<file path="src/hdl/srwm_pkg.sv">
// ----------------------------------------------------------------------------
// srwm_pkg: shared definitions for the short read window matcher
// Types, reset values, register indexes and the read character lookup.
// ----------------------------------------------------------------------------
package srwm_pkg;

   localparam int READ_MAX_DEF      = 16;
   localparam int POSITION_BITS_DEF = 32;
   localparam int CHAR_W            = 8;
   localparam int LEN_W             = 5;
   localparam int REG_W             = 64;
   localparam int START_W           = 32;
   localparam int READ_HW_MAX       = 16;

   localparam logic [LEN_W-1:0] LEN_RESET      = 5'd3;
   localparam logic [REG_W-1:0] CHARS_LO_RESET = 64'h0000_0000_0047_4154;
   localparam logic [REG_W-1:0] CHARS_HI_RESET = 64'h0;

   // register indexes on the csr port
   localparam logic [1:0] CSR_READ_LENGTH = 2'd0;
   localparam logic [1:0] CSR_CHARS_LOW   = 2'd1;
   localparam logic [1:0] CSR_CHARS_HIGH  = 2'd2;

   // per-cycle control into every cell of the window chain
   typedef struct packed {
      logic shift;   // a word is accepted: advance the chain
      logic clear;   // end of reference: drop the window after the compare
   } srwm_cell_ctl_type;

   // read character j (0..15) from the two packed registers
   function automatic logic [CHAR_W-1:0] read_char_at(input logic [REG_W-1:0] lo,
                                                      input logic [REG_W-1:0] hi,
                                                      input logic [3:0]       j);
      logic [CHAR_W-1:0] c;
      begin
         if (j[3]) begin
            c = hi[{j[2:0], 3'b000} +: CHAR_W];
         end else begin
            c = lo[{j[2:0], 3'b000} +: CHAR_W];
         end
         return c;
      end
   endfunction

endpackage

</file>
<file path="src/hdl/srwm_cell.sv">
// ----------------------------------------------------------------------------
// srwm_cell: one window position of the matcher chain
// Holds one reference character, passes it on to the next cell on each
// accepted word and flags a mismatch of the incoming character.
// ----------------------------------------------------------------------------
module srwm_cell
   import srwm_pkg::*;
(
   input  logic              clock,
   input  logic              reset,
   input  srwm_cell_ctl_type ctl,
   input  logic [CHAR_W-1:0] char_prev,   // character from the newer neighbor
   input  logic [CHAR_W-1:0] read_char,   // read character aligned to this cell
   output logic [CHAR_W-1:0] char_out,    // held character, to the older neighbor
   output logic              miss
);

   logic [CHAR_W-1:0] char_ff;
   logic [CHAR_W-1:0] char_in;

   // compare the character entering this cell now
   assign miss     = (char_prev != read_char);
   assign char_out = char_ff;

   always_comb begin
      char_in = char_ff;
      if (ctl.shift) begin
         char_in = ctl.clear ? '0 : char_prev;
      end
   end

   always_ff @(posedge clock) begin
      if (reset) begin
         char_ff <= '0;
      end else begin
         char_ff <= char_in;
      end
   end

endmodule

</file>
<file path="src/hdl/short_read_window_match.sv">
// ----------------------------------------------------------------------------
// short_read_window_match: window matcher with at most one mismatch
// Streams reference characters through a chain of cells and reports each
// window that matches the configured short read.
// ----------------------------------------------------------------------------
// Throughput: one character per cycle while req_tready is high; each window is compared
//   as its last one arrives, and each hit is registered in the output or skid register.
// req_tready drops only while both the output register and the skid register
//   hold results that rsp_ has not taken.
// Reset: synchronous; clears the window, the position count and both result
//   registers, and loads the read "TAG" with length 3.
module short_read_window_match
   import srwm_pkg::*;
#(
   parameter int READ_MAX      = READ_MAX_DEF,
   parameter int POSITION_BITS = POSITION_BITS_DEF
) (
   input  logic               clock,
   input  logic               reset,
   // reference characters
   input  logic               req_tvalid,
   output logic               req_tready,
   input  logic [7:0]         req_tdata,   // [7:0] ref_char
   input  logic               req_tlast,   // end_of_reference
   // match results
   output logic               rsp_tvalid,
   input  logic               rsp_tready,
   output logic [START_W-1:0] rsp_tdata,   // [31:0] start_position
   output logic               rsp_tuser,   // [0] exact
   // configuration
   input  logic               csr_wr_en,
   input  logic [1:0]         csr_index,
   input  logic [REG_W-1:0]   csr_wdata
);

   // only the first sixteen window positions can ever be compared
   localparam int CELLS = (READ_MAX < READ_HW_MAX) ? READ_MAX : READ_HW_MAX;
   localparam logic [LEN_W-1:0] LEN_LIMIT = LEN_W'(CELLS);
   localparam logic [POSITION_BITS-1:0] POS_MAX = '1;

   // ------------------------------------------------------------------
   // Configuration registers
   // ------------------------------------------------------------------
   logic [LEN_W-1:0] read_length_ff;
   logic [REG_W-1:0] chars_lo_ff;
   logic [REG_W-1:0] chars_hi_ff;

   always_ff @(posedge clock) begin
      if (reset) begin
         read_length_ff <= LEN_RESET;
         chars_lo_ff    <= CHARS_LO_RESET;
         chars_hi_ff    <= CHARS_HI_RESET;
      end else if (csr_wr_en) begin
         case (csr_index)
            CSR_READ_LENGTH: read_length_ff <= csr_wdata[LEN_W-1:0];
            CSR_CHARS_LOW:   chars_lo_ff    <= csr_wdata;
            CSR_CHARS_HIGH:  chars_hi_ff    <= csr_wdata;
            default: ;  // writes to unknown indexes are dropped
         endcase
      end
   end

   // Effective length: zero acts as one, anything above the chain saturates.
   logic [LEN_W-1:0] len;
   always_comb begin
      len = read_length_ff;
      if (len == '0) begin
         len = LEN_W'(1);
      end
      if (len > LEN_LIMIT) begin
         len = LEN_LIMIT;
      end
   end

   // ------------------------------------------------------------------
   // Cell chain: cell 0 takes the newest character, cell k compares the
   // character that arrived k words earlier. Cell k lines up with read
   // character len-1-k, so cell len-1 sees the window's first character.
   // ------------------------------------------------------------------
   logic              accept;
   srwm_cell_ctl_type cell_ctl;
   logic [CHAR_W-1:0] chain [CELLS+1];
   logic [CELLS-1:0]  miss;
   logic [CELLS-1:0]  first_sel;
   logic [CELLS-1:0]  later_sel;

   assign accept         = req_tvalid && req_tready;
   assign cell_ctl.shift = accept;
   assign cell_ctl.clear = req_tlast;
   assign chain[0]       = req_tdata;

   for (genvar k = 0; k < CELLS; k++) begin : g_cell
      logic [LEN_W-1:0]  read_idx;
      logic [CHAR_W-1:0] read_char;

      assign read_idx     = len - LEN_W'(1) - LEN_W'(k);
      assign read_char    = read_char_at(chars_lo_ff, chars_hi_ff, read_idx[3:0]);
      assign first_sel[k] = (LEN_W'(k) == len - LEN_W'(1));
      assign later_sel[k] = (LEN_W'(k) <  len - LEN_W'(1));

      srwm_cell u_cell (
         .clock     (clock),
         .reset     (reset),
         .ctl       (cell_ctl),
         .char_prev (chain[k]),
         .read_char (read_char),
         .char_out  (chain[k+1]),
         .miss      (miss[k])
      );
   end

   // chain[CELLS] is the oldest character, which falls off the end unread
   logic [CHAR_W-1:0] oldest_unused;
   assign oldest_unused = chain[CELLS];

   // ------------------------------------------------------------------
   // Position count, saturating; restart after the end of a reference.
   // ------------------------------------------------------------------
   logic [POSITION_BITS-1:0] seen_ff;
   logic [POSITION_BITS-1:0] seen_in;
   logic [POSITION_BITS-1:0] seen_next;

   assign seen_next = (seen_ff != POS_MAX) ? seen_ff + POSITION_BITS'(1) : seen_ff;

   always_comb begin
      seen_in = seen_ff;
      if (accept) begin
         seen_in = req_tlast ? '0 : seen_next;
      end
   end

   always_ff @(posedge clock) begin
      if (reset) begin
         seen_ff <= '0;
      end else begin
         seen_ff <= seen_in;
      end
   end

   // ------------------------------------------------------------------
   // Window decision for the word being accepted
   // ------------------------------------------------------------------
   logic                           window_full;
   logic                           first_ok;
   logic                           later_ok;
   logic                           hit;
   logic                           hit_exact;
   logic [POSITION_BITS-1:0]       start_pos;
   logic [POSITION_BITS+START_W-1:0] start_wide;
   logic [START_W-1:0]             hit_start;

   assign window_full = (seen_next >= POSITION_BITS'(len));
   assign first_ok    = ~|(miss & first_sel);
   assign later_ok    = $onehot0(miss & later_sel);
   assign hit_exact   = ~|(miss & later_sel);
   assign hit         = accept && window_full && first_ok && later_ok;
   assign start_pos   = seen_next - POSITION_BITS'(len) + POSITION_BITS'(1);
   assign start_wide  = {{START_W{1'b0}}, start_pos};
   assign hit_start   = start_wide[START_W-1:0];

   // ------------------------------------------------------------------
   // Output register with a skid stage behind it
   // ------------------------------------------------------------------
   logic               out_valid_ff;
   logic [START_W-1:0] out_start_ff;
   logic               out_exact_ff;
   logic               skid_valid_ff;
   logic [START_W-1:0] skid_start_ff;
   logic               skid_exact_ff;
   logic               take;
   logic               out_free;

   assign take     = out_valid_ff && rsp_tready;
   assign out_free = !out_valid_ff || rsp_tready;

   always_ff @(posedge clock) begin
      if (reset) begin
         out_valid_ff  <= 1'b0;
         skid_valid_ff <= 1'b0;
      end else if (skid_valid_ff) begin
         // no word is accepted here; refill the output from the skid
         if (take) begin
            out_valid_ff  <= 1'b1;
            skid_valid_ff <= 1'b0;
         end
      end else if (hit) begin
         if (out_free) begin
            out_valid_ff <= 1'b1;
         end else begin
            skid_valid_ff <= 1'b1;
         end
      end else if (take) begin
         out_valid_ff <= 1'b0;
      end
   end

   always_ff @(posedge clock) begin
      if (skid_valid_ff) begin
         if (take) begin
            out_start_ff <= skid_start_ff;
            out_exact_ff <= skid_exact_ff;
         end
      end else if (hit) begin
         if (out_free) begin
            out_start_ff <= hit_start;
            out_exact_ff <= hit_exact;
         end else begin
            skid_start_ff <= hit_start;
            skid_exact_ff <= hit_exact;
         end
      end
   end

   assign req_tready = !skid_valid_ff;
   assign rsp_tvalid = out_valid_ff;
   assign rsp_tdata  = out_start_ff;
   assign rsp_tuser  = out_exact_ff;

endmodule

</file>
<file path="config.mk">
export PLATFORM = sky130hd
export DESIGN_NAME = short_read_window_match
export DESIGN_NICKNAME = d
export VERILOG_FILES = /design/src/hdl/srwm_pkg.sv /design/src/hdl/srwm_cell.sv /design/src/hdl/short_read_window_match.sv
export SDC_FILE = /design/constraint.sdc
export NUM_CORES = 2
export LEC_CHECK = 0
export BUFFER_PORTS_ARGS = -buffer_cell sky130_fd_sc_hd__buf_2
export CELL_PAD_IN_SITES_DETAIL_PLACEMENT = 1
export CELL_PAD_IN_SITES_GLOBAL_PLACEMENT = 1
export CORE_MARGIN = 1
export CORE_UTILIZATION = 40
export CTS_BUF_LIST = sky130_fd_sc_hd__clkbuf_8 sky130_fd_sc_hd__clkbuf_16
export CTS_CLUSTER_DIAMETER = 150
export DETAILED_ROUTE_END_ITERATION = 8
export PLACE_DENSITY = 0.72
export SYNTH_ARGS = -nofsm -noshare
export SYNTH_HDL_FRONTEND = slang
export SYNTH_SLANG_ARGS = --single-unit
</file>
<file path="constraint.sdc">
create_clock -name clock -period 15.8 [get_ports clock]
set_clock_uncertainty 0.1 [all_clocks]
set_input_delay 0 -clock clock [delete_from_list [all_inputs] [get_ports clock]]
set_output_delay 0 -clock clock [all_outputs]
set_load 0.05 [all_outputs]
</file>
Yosys cells after proc, flatten, opt, wreduce, memory -nomap -nowiden

Index checks and enable logic that the tools add are counted.

Bits of input ports: 80
Output and inout port bits: 35
Bits in latches: 0
Memory bits (read-only): 0
Bits in writable memories: 0
Bits in registers: 353
Memories: 0

Divide/modulo/power cells: 0
$lt $le $gt $ge: 19
Reduce and logical (&&, ||, !) cells: 24
Bitwise gates (word level): 4
Multiplexer cells: 52
Shifts and indexed selects: 32
Multipliers: 0
$add $sub $neg: 34
Eq/ne operators: 36

Operator list:

| kind                                                                 | count |
|---|---|
| 64-bit by 7-bit variable part select with 8-bit output               | 32 |
| 8-bit 2-to-1 mux                                                     | 31 |
| 32-bit 2-to-1 mux                                                    | 6 |
| 8-bit inequality test                                                | 16 |
| 32-bit by 1-bit adder with 32-bit output, second input constant      | 2 |
| 4-bit by 5-bit equality test with 1-bit output, first input constant | 8 |
| 4-bit by 5-bit < comparator with 1-bit output, first input constant  | 8 |
| 16-bit AND                                                           | 2 |
| 32-bit by 5-bit greater-or-equal comparator with 1-bit output        | 1 |
| 32-bit inequality test, second input constant                        | 1 |
| 16-bit OR reduction                                                  | 2 |
| 32-bit by 5-bit subtractor with 32-bit output                        | 1 |
| 4-bit subtractor, second input constant                              | 8 |
| 3-bit by 5-bit equality test with 1-bit output, first input constant | 4 |
| 3-bit by 5-bit < comparator with 1-bit output, first input constant  | 4 |
| 1-bit by 1-bit adder with 2-bit output                               | 8 |
| 4-bit by 3-bit subtractor with 4-bit output, second input constant   | 4 |
| 1-bit 2-to-1 mux                                                     | 13 |
| 2-bit by 2-bit adder with 3-bit output                               | 4 |
| 2-bit by 5-bit equality test with 1-bit output, first input constant | 2 |
| 5-bit logical NOT                                                    | 2 |
| 1-bit by 5-bit < comparator with 1-bit output, first input constant  | 2 |
| 2-bit by 5-bit < comparator with 1-bit output, first input constant  | 2 |
| 5-bit 2-to-1 mux                                                     | 2 |
| other kinds (20)                                                     | 36 |

Logic depth before layout (Yosys ltp)

Depth in word-level cells: 18
Gate-level depth with buffers: 41

Hierarchy

From an unflattened synthesis, not the netlist that was laid out.

Cell total of the unflattened synthesis: 3739
Area total of the unflattened synthesis: 31417.6 um^2

By module, submodules not included:

| module                  | cells an instance | area an instance (um^2) | times used |
|---|---|---|---|
| short_read_window_match | 3019              | 25131.6                 | 1 |
| srwm_cell               | 45                | 392.9                   | 16 |

Worst setup path after synthesis

OpenSTA, ideal clock, no wires.

Path type: reg-to-reg
From: register read_length_ff[4]
To: register skid_exact_ff, enable pin
Setup time: 0.518 ns
Data required time: 15.182 ns
Slack: 2.314 ns
Cell stages (with the launch flop): 35
Arrival time: 12.868 ns
Path buffers: 7
Period minus slack after synthesis: 13.486 ns
Path through: dfxtp_1 or4_4 nand2_2 buf_6 buf_4 buf_2 buf_2 buf_1 buf_1 ha_1 or2_2 mux2i_2 a31oi_1 nand3_1 nand2_1 clkbuf_1 a221oi_1 nor3_1 or4_1 a311o_1 or4_1 o32ai_1 fa_1 fa_1 fa_1 fa_1 inv_1 ha_1 fa_1 nor4_1 and3_1 o21ai_0 a221oi_1 nand3_2 nor4b_1

Cells in the longest elaborated chain, start to end: 17
Elaborated cells on any way between the ends: 141
Those cells by class: add/sub: 31; order compare: 19; eq/ne: 31; shift: 32; mux: 18; bitwise: 2; reduce/logical: 8

Ends and longest elaborated chain:

| element                                                                         | line                                                         | RTL |
|---|---|---|
| start, declared                                                                 | short_read_window_match.sv:44                                | `logic [LEN_W-1:0] read_length_ff;` |
| start signal, assigned                                                          | short_read_window_match.sv:55                                | `CSR_READ_LENGTH: read_length_ff <= csr_wdata[LEN_W-1:0];` |
| 5-bit logical NOT                                                               | short_read_window_match.sv:67                                | `if (len == '0) begin` |
| 5-bit 2-to-1 mux *                                                              | short_read_window_match.sv:67                                |  |
| 5-bit greater-than comparator                                                   | short_read_window_match.sv:70                                | `if (len > LEN_LIMIT) begin` |
| 5-bit 2-to-1 mux *                                                              | short_read_window_match.sv:70                                |  |
| 5-bit by 1-bit subtractor with 5-bit output                                     | short_read_window_match.sv:98, short_read_window_match.sv:99 |  |
| 4-bit by 1-bit subtractor with 4-bit output, or another cell as far along       | short_read_window_match.sv:96                                | `assign read_idx = len - LEN_W'(1) - LEN_W'(k);` |
| 64-bit by 7-bit variable part select with 8-bit output (on tied branches)       | srwm_pkg.sv:39, srwm_pkg.sv:37                               |  |
| 8-bit 2-to-1 mux                                                                | srwm_pkg.sv:36                                               | `if (j[3]) begin` |
| 8-bit inequality test                                                           | srwm_cell.sv:22                                              | `assign miss = (char_prev != read_char);` |
| 16-bit AND                                                                      | short_read_window_match.sv:154                               | `assign later_ok = $onehot0(miss & later_sel);` |
| 1-bit by 1-bit adder with 2-bit output (implied by the code)                    | short_read_window_match.sv:154                               |  |
| 2-bit by 2-bit adder with 3-bit output (implied by the code)                    | short_read_window_match.sv:154                               |  |
| 3-bit by 3-bit adder with 4-bit output (implied by the code)                    | short_read_window_match.sv:154                               |  |
| 4-bit by 4-bit adder with 5-bit output (implied by the code)                    | short_read_window_match.sv:154                               |  |
| 5-bit by 1-bit less-or-equal comparator with 1-bit output (implied by the code) | short_read_window_match.sv:154                               |  |
| 1-bit logical AND *                                                             | short_read_window_match.sv:156                               | `assign hit = accept && window_full && first_ok && later_ok;` |
| 3-bit AND reduction (no source line) *                                          | -                                                            |  |
| end signal, assigned                                                            | short_read_window_match.sv:209                               | `skid_exact_ff <= hit_exact;` |
| end, declared                                                                   | short_read_window_match.sv:169                               | `logic skid_exact_ff;` |

Mark *: on every way between the ends. The rest lies on a longest branch, timed or not.
A chain may end at the register's enable or synchronous reset.

Worst setup path in the final report

From: register read_length_ff[4]
To: register skid_start_ff[24], enable pin

Cells in the longest elaborated chain, start to end: 17
Elaborated cells on any way between the ends: 141
Those cells by class: add/sub: 31; order compare: 19; eq/ne: 31; shift: 32; mux: 18; bitwise: 2; reduce/logical: 8

Ends and longest elaborated chain:

| element                                                                         | line                                                         | RTL |
|---|---|---|
| 5-bit logical NOT                                                               | short_read_window_match.sv:67                                |  |
| 5-bit 2-to-1 mux *                                                              | short_read_window_match.sv:67                                |  |
| 5-bit greater-than comparator                                                   | short_read_window_match.sv:70                                |  |
| 5-bit 2-to-1 mux *                                                              | short_read_window_match.sv:70                                |  |
| 5-bit by 1-bit subtractor with 5-bit output                                     | short_read_window_match.sv:98, short_read_window_match.sv:99 |  |
| 4-bit by 1-bit subtractor with 4-bit output, or another cell as far along       | short_read_window_match.sv:96                                |  |
| 64-bit by 7-bit variable part select with 8-bit output (on tied branches)       | srwm_pkg.sv:39, srwm_pkg.sv:37                               |  |
| 8-bit 2-to-1 mux                                                                | srwm_pkg.sv:36                                               |  |
| 8-bit inequality test                                                           | srwm_cell.sv:22                                              |  |
| 16-bit AND                                                                      | short_read_window_match.sv:154                               |  |
| 1-bit by 1-bit adder with 2-bit output (implied by the code)                    | short_read_window_match.sv:154                               |  |
| 2-bit by 2-bit adder with 3-bit output (implied by the code)                    | short_read_window_match.sv:154                               |  |
| 3-bit by 3-bit adder with 4-bit output (implied by the code)                    | short_read_window_match.sv:154                               |  |
| 4-bit by 4-bit adder with 5-bit output (implied by the code)                    | short_read_window_match.sv:154                               |  |
| 5-bit by 1-bit less-or-equal comparator with 1-bit output (implied by the code) | short_read_window_match.sv:154                               |  |
| 1-bit logical AND *                                                             | short_read_window_match.sv:156                               |  |
| 3-bit AND reduction (no source line) *                                          | -                                                            |  |
| end signal, assigned                                                            | short_read_window_match.sv:208                               | `skid_start_ff <= hit_start;` |
| end, declared                                                                   | short_read_window_match.sv:168                               | `logic [START_W-1:0] skid_start_ff;` |

Marks and branches as above.

==> results by group <==
GRT
  • GRT Max-Usage Layer: met2
  • First-pass GRT wire length: approximately 270 mm
  • Met3 GRT Util: 19.7%
  • Met1 Use GR: ~52%
  • Total track usage: a little over two fifths
  • Vias in the first global route: 37.8k
  • Grt met2 use: 62.2%
  • Largest net degree at the start of global routing: 131
  • Gr ovfl total: 0
  • Antenna violations before repair: 9

CTS
  • CTS tree: yes
  • H-tree depth: 2
  • Clk buf depth: 3
  • # clock sinks: 353
  • Post-CTS Setup Bufs: 0
  • Later-pin clock latency in the skew report: 0.64 ns
  • CTS Buf Count: 44
  • Clk root buf: clkbuf_16
  • Worst-path clk slew: roughly 0.06 ns

Yosys
  • Synth cell types: 99
  • Mux cell area share after synthesis: a little over an eighth
  • Main area contributors after synthesis: dfxtp_1 (17%), nand2_1 (8.5%), a21oi_1 (6.9%)
  • Ys Warns: 0
  • Seq cells post-synth: 353
  • Number of synthesized flops with an enable pin: 66
  • Largest family of logic cells by synthesized area: compound AO/OA/AOI/OAI gates
  • Synth Instances: around 4.4k
  • Seq/Total Area, Yosys: 23.5%
  • Synth area leader: dfxtp_1
  • Mapped Nets: 4,549
  • Synth top area share: between 15 and 20%
  • Syn avg cell area: 7.50 um2
  • Synth Area in Compound Gates: 26.3%
  • Ys flop type: dfxtp_1
  • Netlist Area Pre-Place: 32,900 um2
  • Post-Synth Simple-Gate Area: 22.5%
  • Xor-xnor portion of the synthesized cell area: 3.80%
  • Post-synth ARST share: 0%
  • Post-synthesis adder-cell area fraction: 3.35%

STA
  • Tmin final: between 10 and 15 ns
  • Maximum clock rate: 0.0744 GHz
  • Tightest Pin Transition: 1.55 ns
  • Count of final hold-check violations: 0
  • Final slew viol count: 5
  • RSZ-0062 raised after global routing: false
  • Count of final setup violators: 0
  • Crit share post-route: approximately 85%
  • Slew margin rel.: -3.02%
  • Setup TNS: 0 ns

Detailed routing
  • ANT nets after route: 0
  • Vias/cell: 7.22
  • Drt total wl: 187 mm
  • Post-route DRC: 0
  • DR pass1 iterations: 7
  • Routed vias: between 30k and 40k
  • Drt first-iter violations: around 6.1k
  • Wire length per cell: 34.6 um

Floorplanning
  • Die width: approximately 290 um
  • Die H: 289 um
  • Core Area: 80,900 um2
  • Site Rows: 104
  • Die ar.: 83,400 um2
  • I/O pin total: 115
  • Initial Utilization: 40.7%

Final layout
  • Area growth from synthesis to final layout: 11.3%
  • Seq. cell area: 7730 um2
  • Final instance area: 36,600 um2
  • Final net count: 4,466
  • Fillers: 9,948
  • Share of post-route cells with drive strength above 1: 12.2%
  • Multi-input combinational cell area: 23,000 um2

Critical path
  • Worst endpoint data arrival time: between 10 and 15 ns
  • Setup CP Type: register to register
  • CP startpoint kind: register
  • Worst EP required: around 16 ns
  • Worst r2r src: read_length_ff[4]
  • Critical-path top delay cell: nand2b_2
  • Largest stage delay, worst path: 0.96 ns
  • Critical Path Source: read_length_ff[4]
  • Reg-to-reg setup timing slack: 2.37 ns
  • Critical Path Sink Type: register
  • Cell mode on critical path: fa_1
  • Worst Path Max Fanout: 72

Placement
  • GP Congestion: 1.10
  • Port bufs: 114
  • Area of placed instances: 34,200 um2
  • Final HPWL DP: 128 mm

Worst hold path
  • Hold Crit Start: csr_wdata[7]
  • Hold crit path type: input pin to register

Power
  • Reg power frac: slightly below 30%
  • Combinational fraction of design power: 39.8%
  • Leak: ~13 nW
  • Power Density: between 90 and 100 nW/um2
  • Clock power frac: 30.9%
  • Cell-internal power: 0.00200 W
  • Psw: 0.00141 W
  • Switching share of power: between 40% and 50%
  • Peak supply drop: 0.0000851 V

Status
  • Failing checks: capacitance limit, slew limit
  • Status: finished with violations

Run
  • Max-cap viol count: 2
==> stage by stage <==
step / total power (W) / util [%] / hold WS, ns / std cells / setup WS, ns
2_1_floorplan: 0.00182 / - / 0.0178 / 4388 / 2.31
6_report: 0.00341 / 45.2 / 0.0697 / 5408 / 2.37
3_5_place_dp: 0.00227 / 42.3 / 0.151 / 5231 / 2.53
4_1_cts: 0.00334 / 45.2 / 0.0472 / 5398 / 2.52
5_1_grt: 0.00349 / 45.2 / 0.0745 / 5398 / 1.99
3_3_place_gp: 0.00225 / 42.3 / 0.147 / 5231 / 2.83
==> layout make-up <==
type	count	share of cell area (%)
antenna	10	0.0683
timing repair buffer	355	7.20
inverter	103	1.08
clock inverter	27	0.762
tap	1060	3.62
sequential	353	21.1
multi-input combinational	3448	62.8
clock buffer	52	3.34
==> layout by cell type, fill, tap and decap left out, drive strengths merged, types with 35 or more instances in the layout <==
master | Yosys | layout
buf | 153 | 267
a211oi | 100 | 100
mux4 | 57 | 57
nor4 | 48 | 48
nor2 | 218 | 218
dlygate4sd3 | 0 | 88
o21ai | 155 | 155
and3 | 35 | 35
nand2 | 742 | 742
xor2 | 46 | 46
a22oi | 68 | 68
nand3b | 119 | 119
or3 | 38 | 38
inv | 101 | 115
nand3 | 130 | 130
dfxtp | 287 | 287
mux2 | 75 | 75
nor3 | 110 | 110
ha | 69 | 69
o211ai | 35 | 35
a21oi | 455 | 455
a31oi | 48 | 48
a21o | 36 | 36
a222oi | 40 | 40
xnor2 | 95 | 95
clkbuf | 331 | 52
o22ai | 50 | 50
edfxtp | 66 | 66
mux2i | 222 | 222
a221oi | 41 | 41
nand4 | 37 | 37
==> timing repair <==
item | CTS | global route
hold buffers | 88 | 0
resized for setup | 0 | 0
endpoints found under the hold margin | 283 | 0
==> cell families (layout without fill, tap and decap cells) <==
group | Yosys count | in the layout
XOR/XNOR | 141 | 141
AO/OA/AOI/OAI | 1297 | 1297
adder cells (fa/ha/maj) | 81 | 81
flip-flops | 353 | 353
AND/OR/NAND/NOR | 1575 | 1575
other | 0 | 10
multiplexers | 354 | 354
buffers and inverters | 587 | 537
==> worst paths after layout <==
| kind | to | depth (start not counted) |
|---|---|---|
| max | skid_start_ff[24] | 30 |
| min | chars_lo_ff[7] | 4 |
| max reg2reg | skid_start_ff[24] | 30 |
| min reg2reg | chars_lo_ff[45] | 2 |
==> flip-flops by register name, indices dropped and copies added (netlist names) <==
register                cells
chars_hi_ff                64
chars_lo_ff                64
g_cell.u_cell.char_out    120
read_length_ff              5
rsp_tdata                  32
rsp_tuser                   1
rsp_tvalid                  1
seen_ff                    32
skid_exact_ff               1
skid_start_ff              32
skid_valid_ff               1
==> power by group through the flow <==
stage                     sequential [W]  combinational [W]  clock (W)
after floorplan                  0.00101           0.000809          0
after global placement           0.00101            0.00124          0
after detailed placement         0.00101            0.00125          0
after CTS                       0.000993            0.00128    0.00107
after global routing            0.000996            0.00139    0.00110
final                            0.00100            0.00136    0.00105
==> worst max-delay path: cells and delay by family, from the launching register on <==
kind / cells / cell delay, ns
buf+inv: 4 / 1.54
flops: 1 / 0.79
simple gates: 10 / 4.18
mux: 1 / 0.08
compound gates: 8 / 2.62
fa+ha+maj: 7 / 3.67
==> Yosys cell counts (50+ instances only) <==
| master | n |
|---|---|
| buf_2 | 90 |
| a21oi_1 | 452 |
| a211oi_1 | 99 |
| clkbuf_1 | 327 |
| xnor2_1 | 93 |
| nor2_1 | 218 |
| o21ai_0 | 149 |
| nand2_1 | 741 |
| ha_1 | 69 |
| mux4_2 | 57 |
| nand3_1 | 129 |
| mux2_2 | 74 |
| a22oi_1 | 68 |
| inv_1 | 97 |
| o22ai_1 | 50 |
| edfxtp_1 | 66 |
| mux2i_1 | 220 |
| dfxtp_1 | 287 |
| nand3b_1 | 119 |
| nor3_1 | 109 |
==> layer usage <==
metal,up-vias,share of wire [%]
li1,16053,-
met1,19031,36
met2,2965,40
met3,999,15
met4,6,9.2
met5,-,0.020
(Power assumes the default switching activity.)
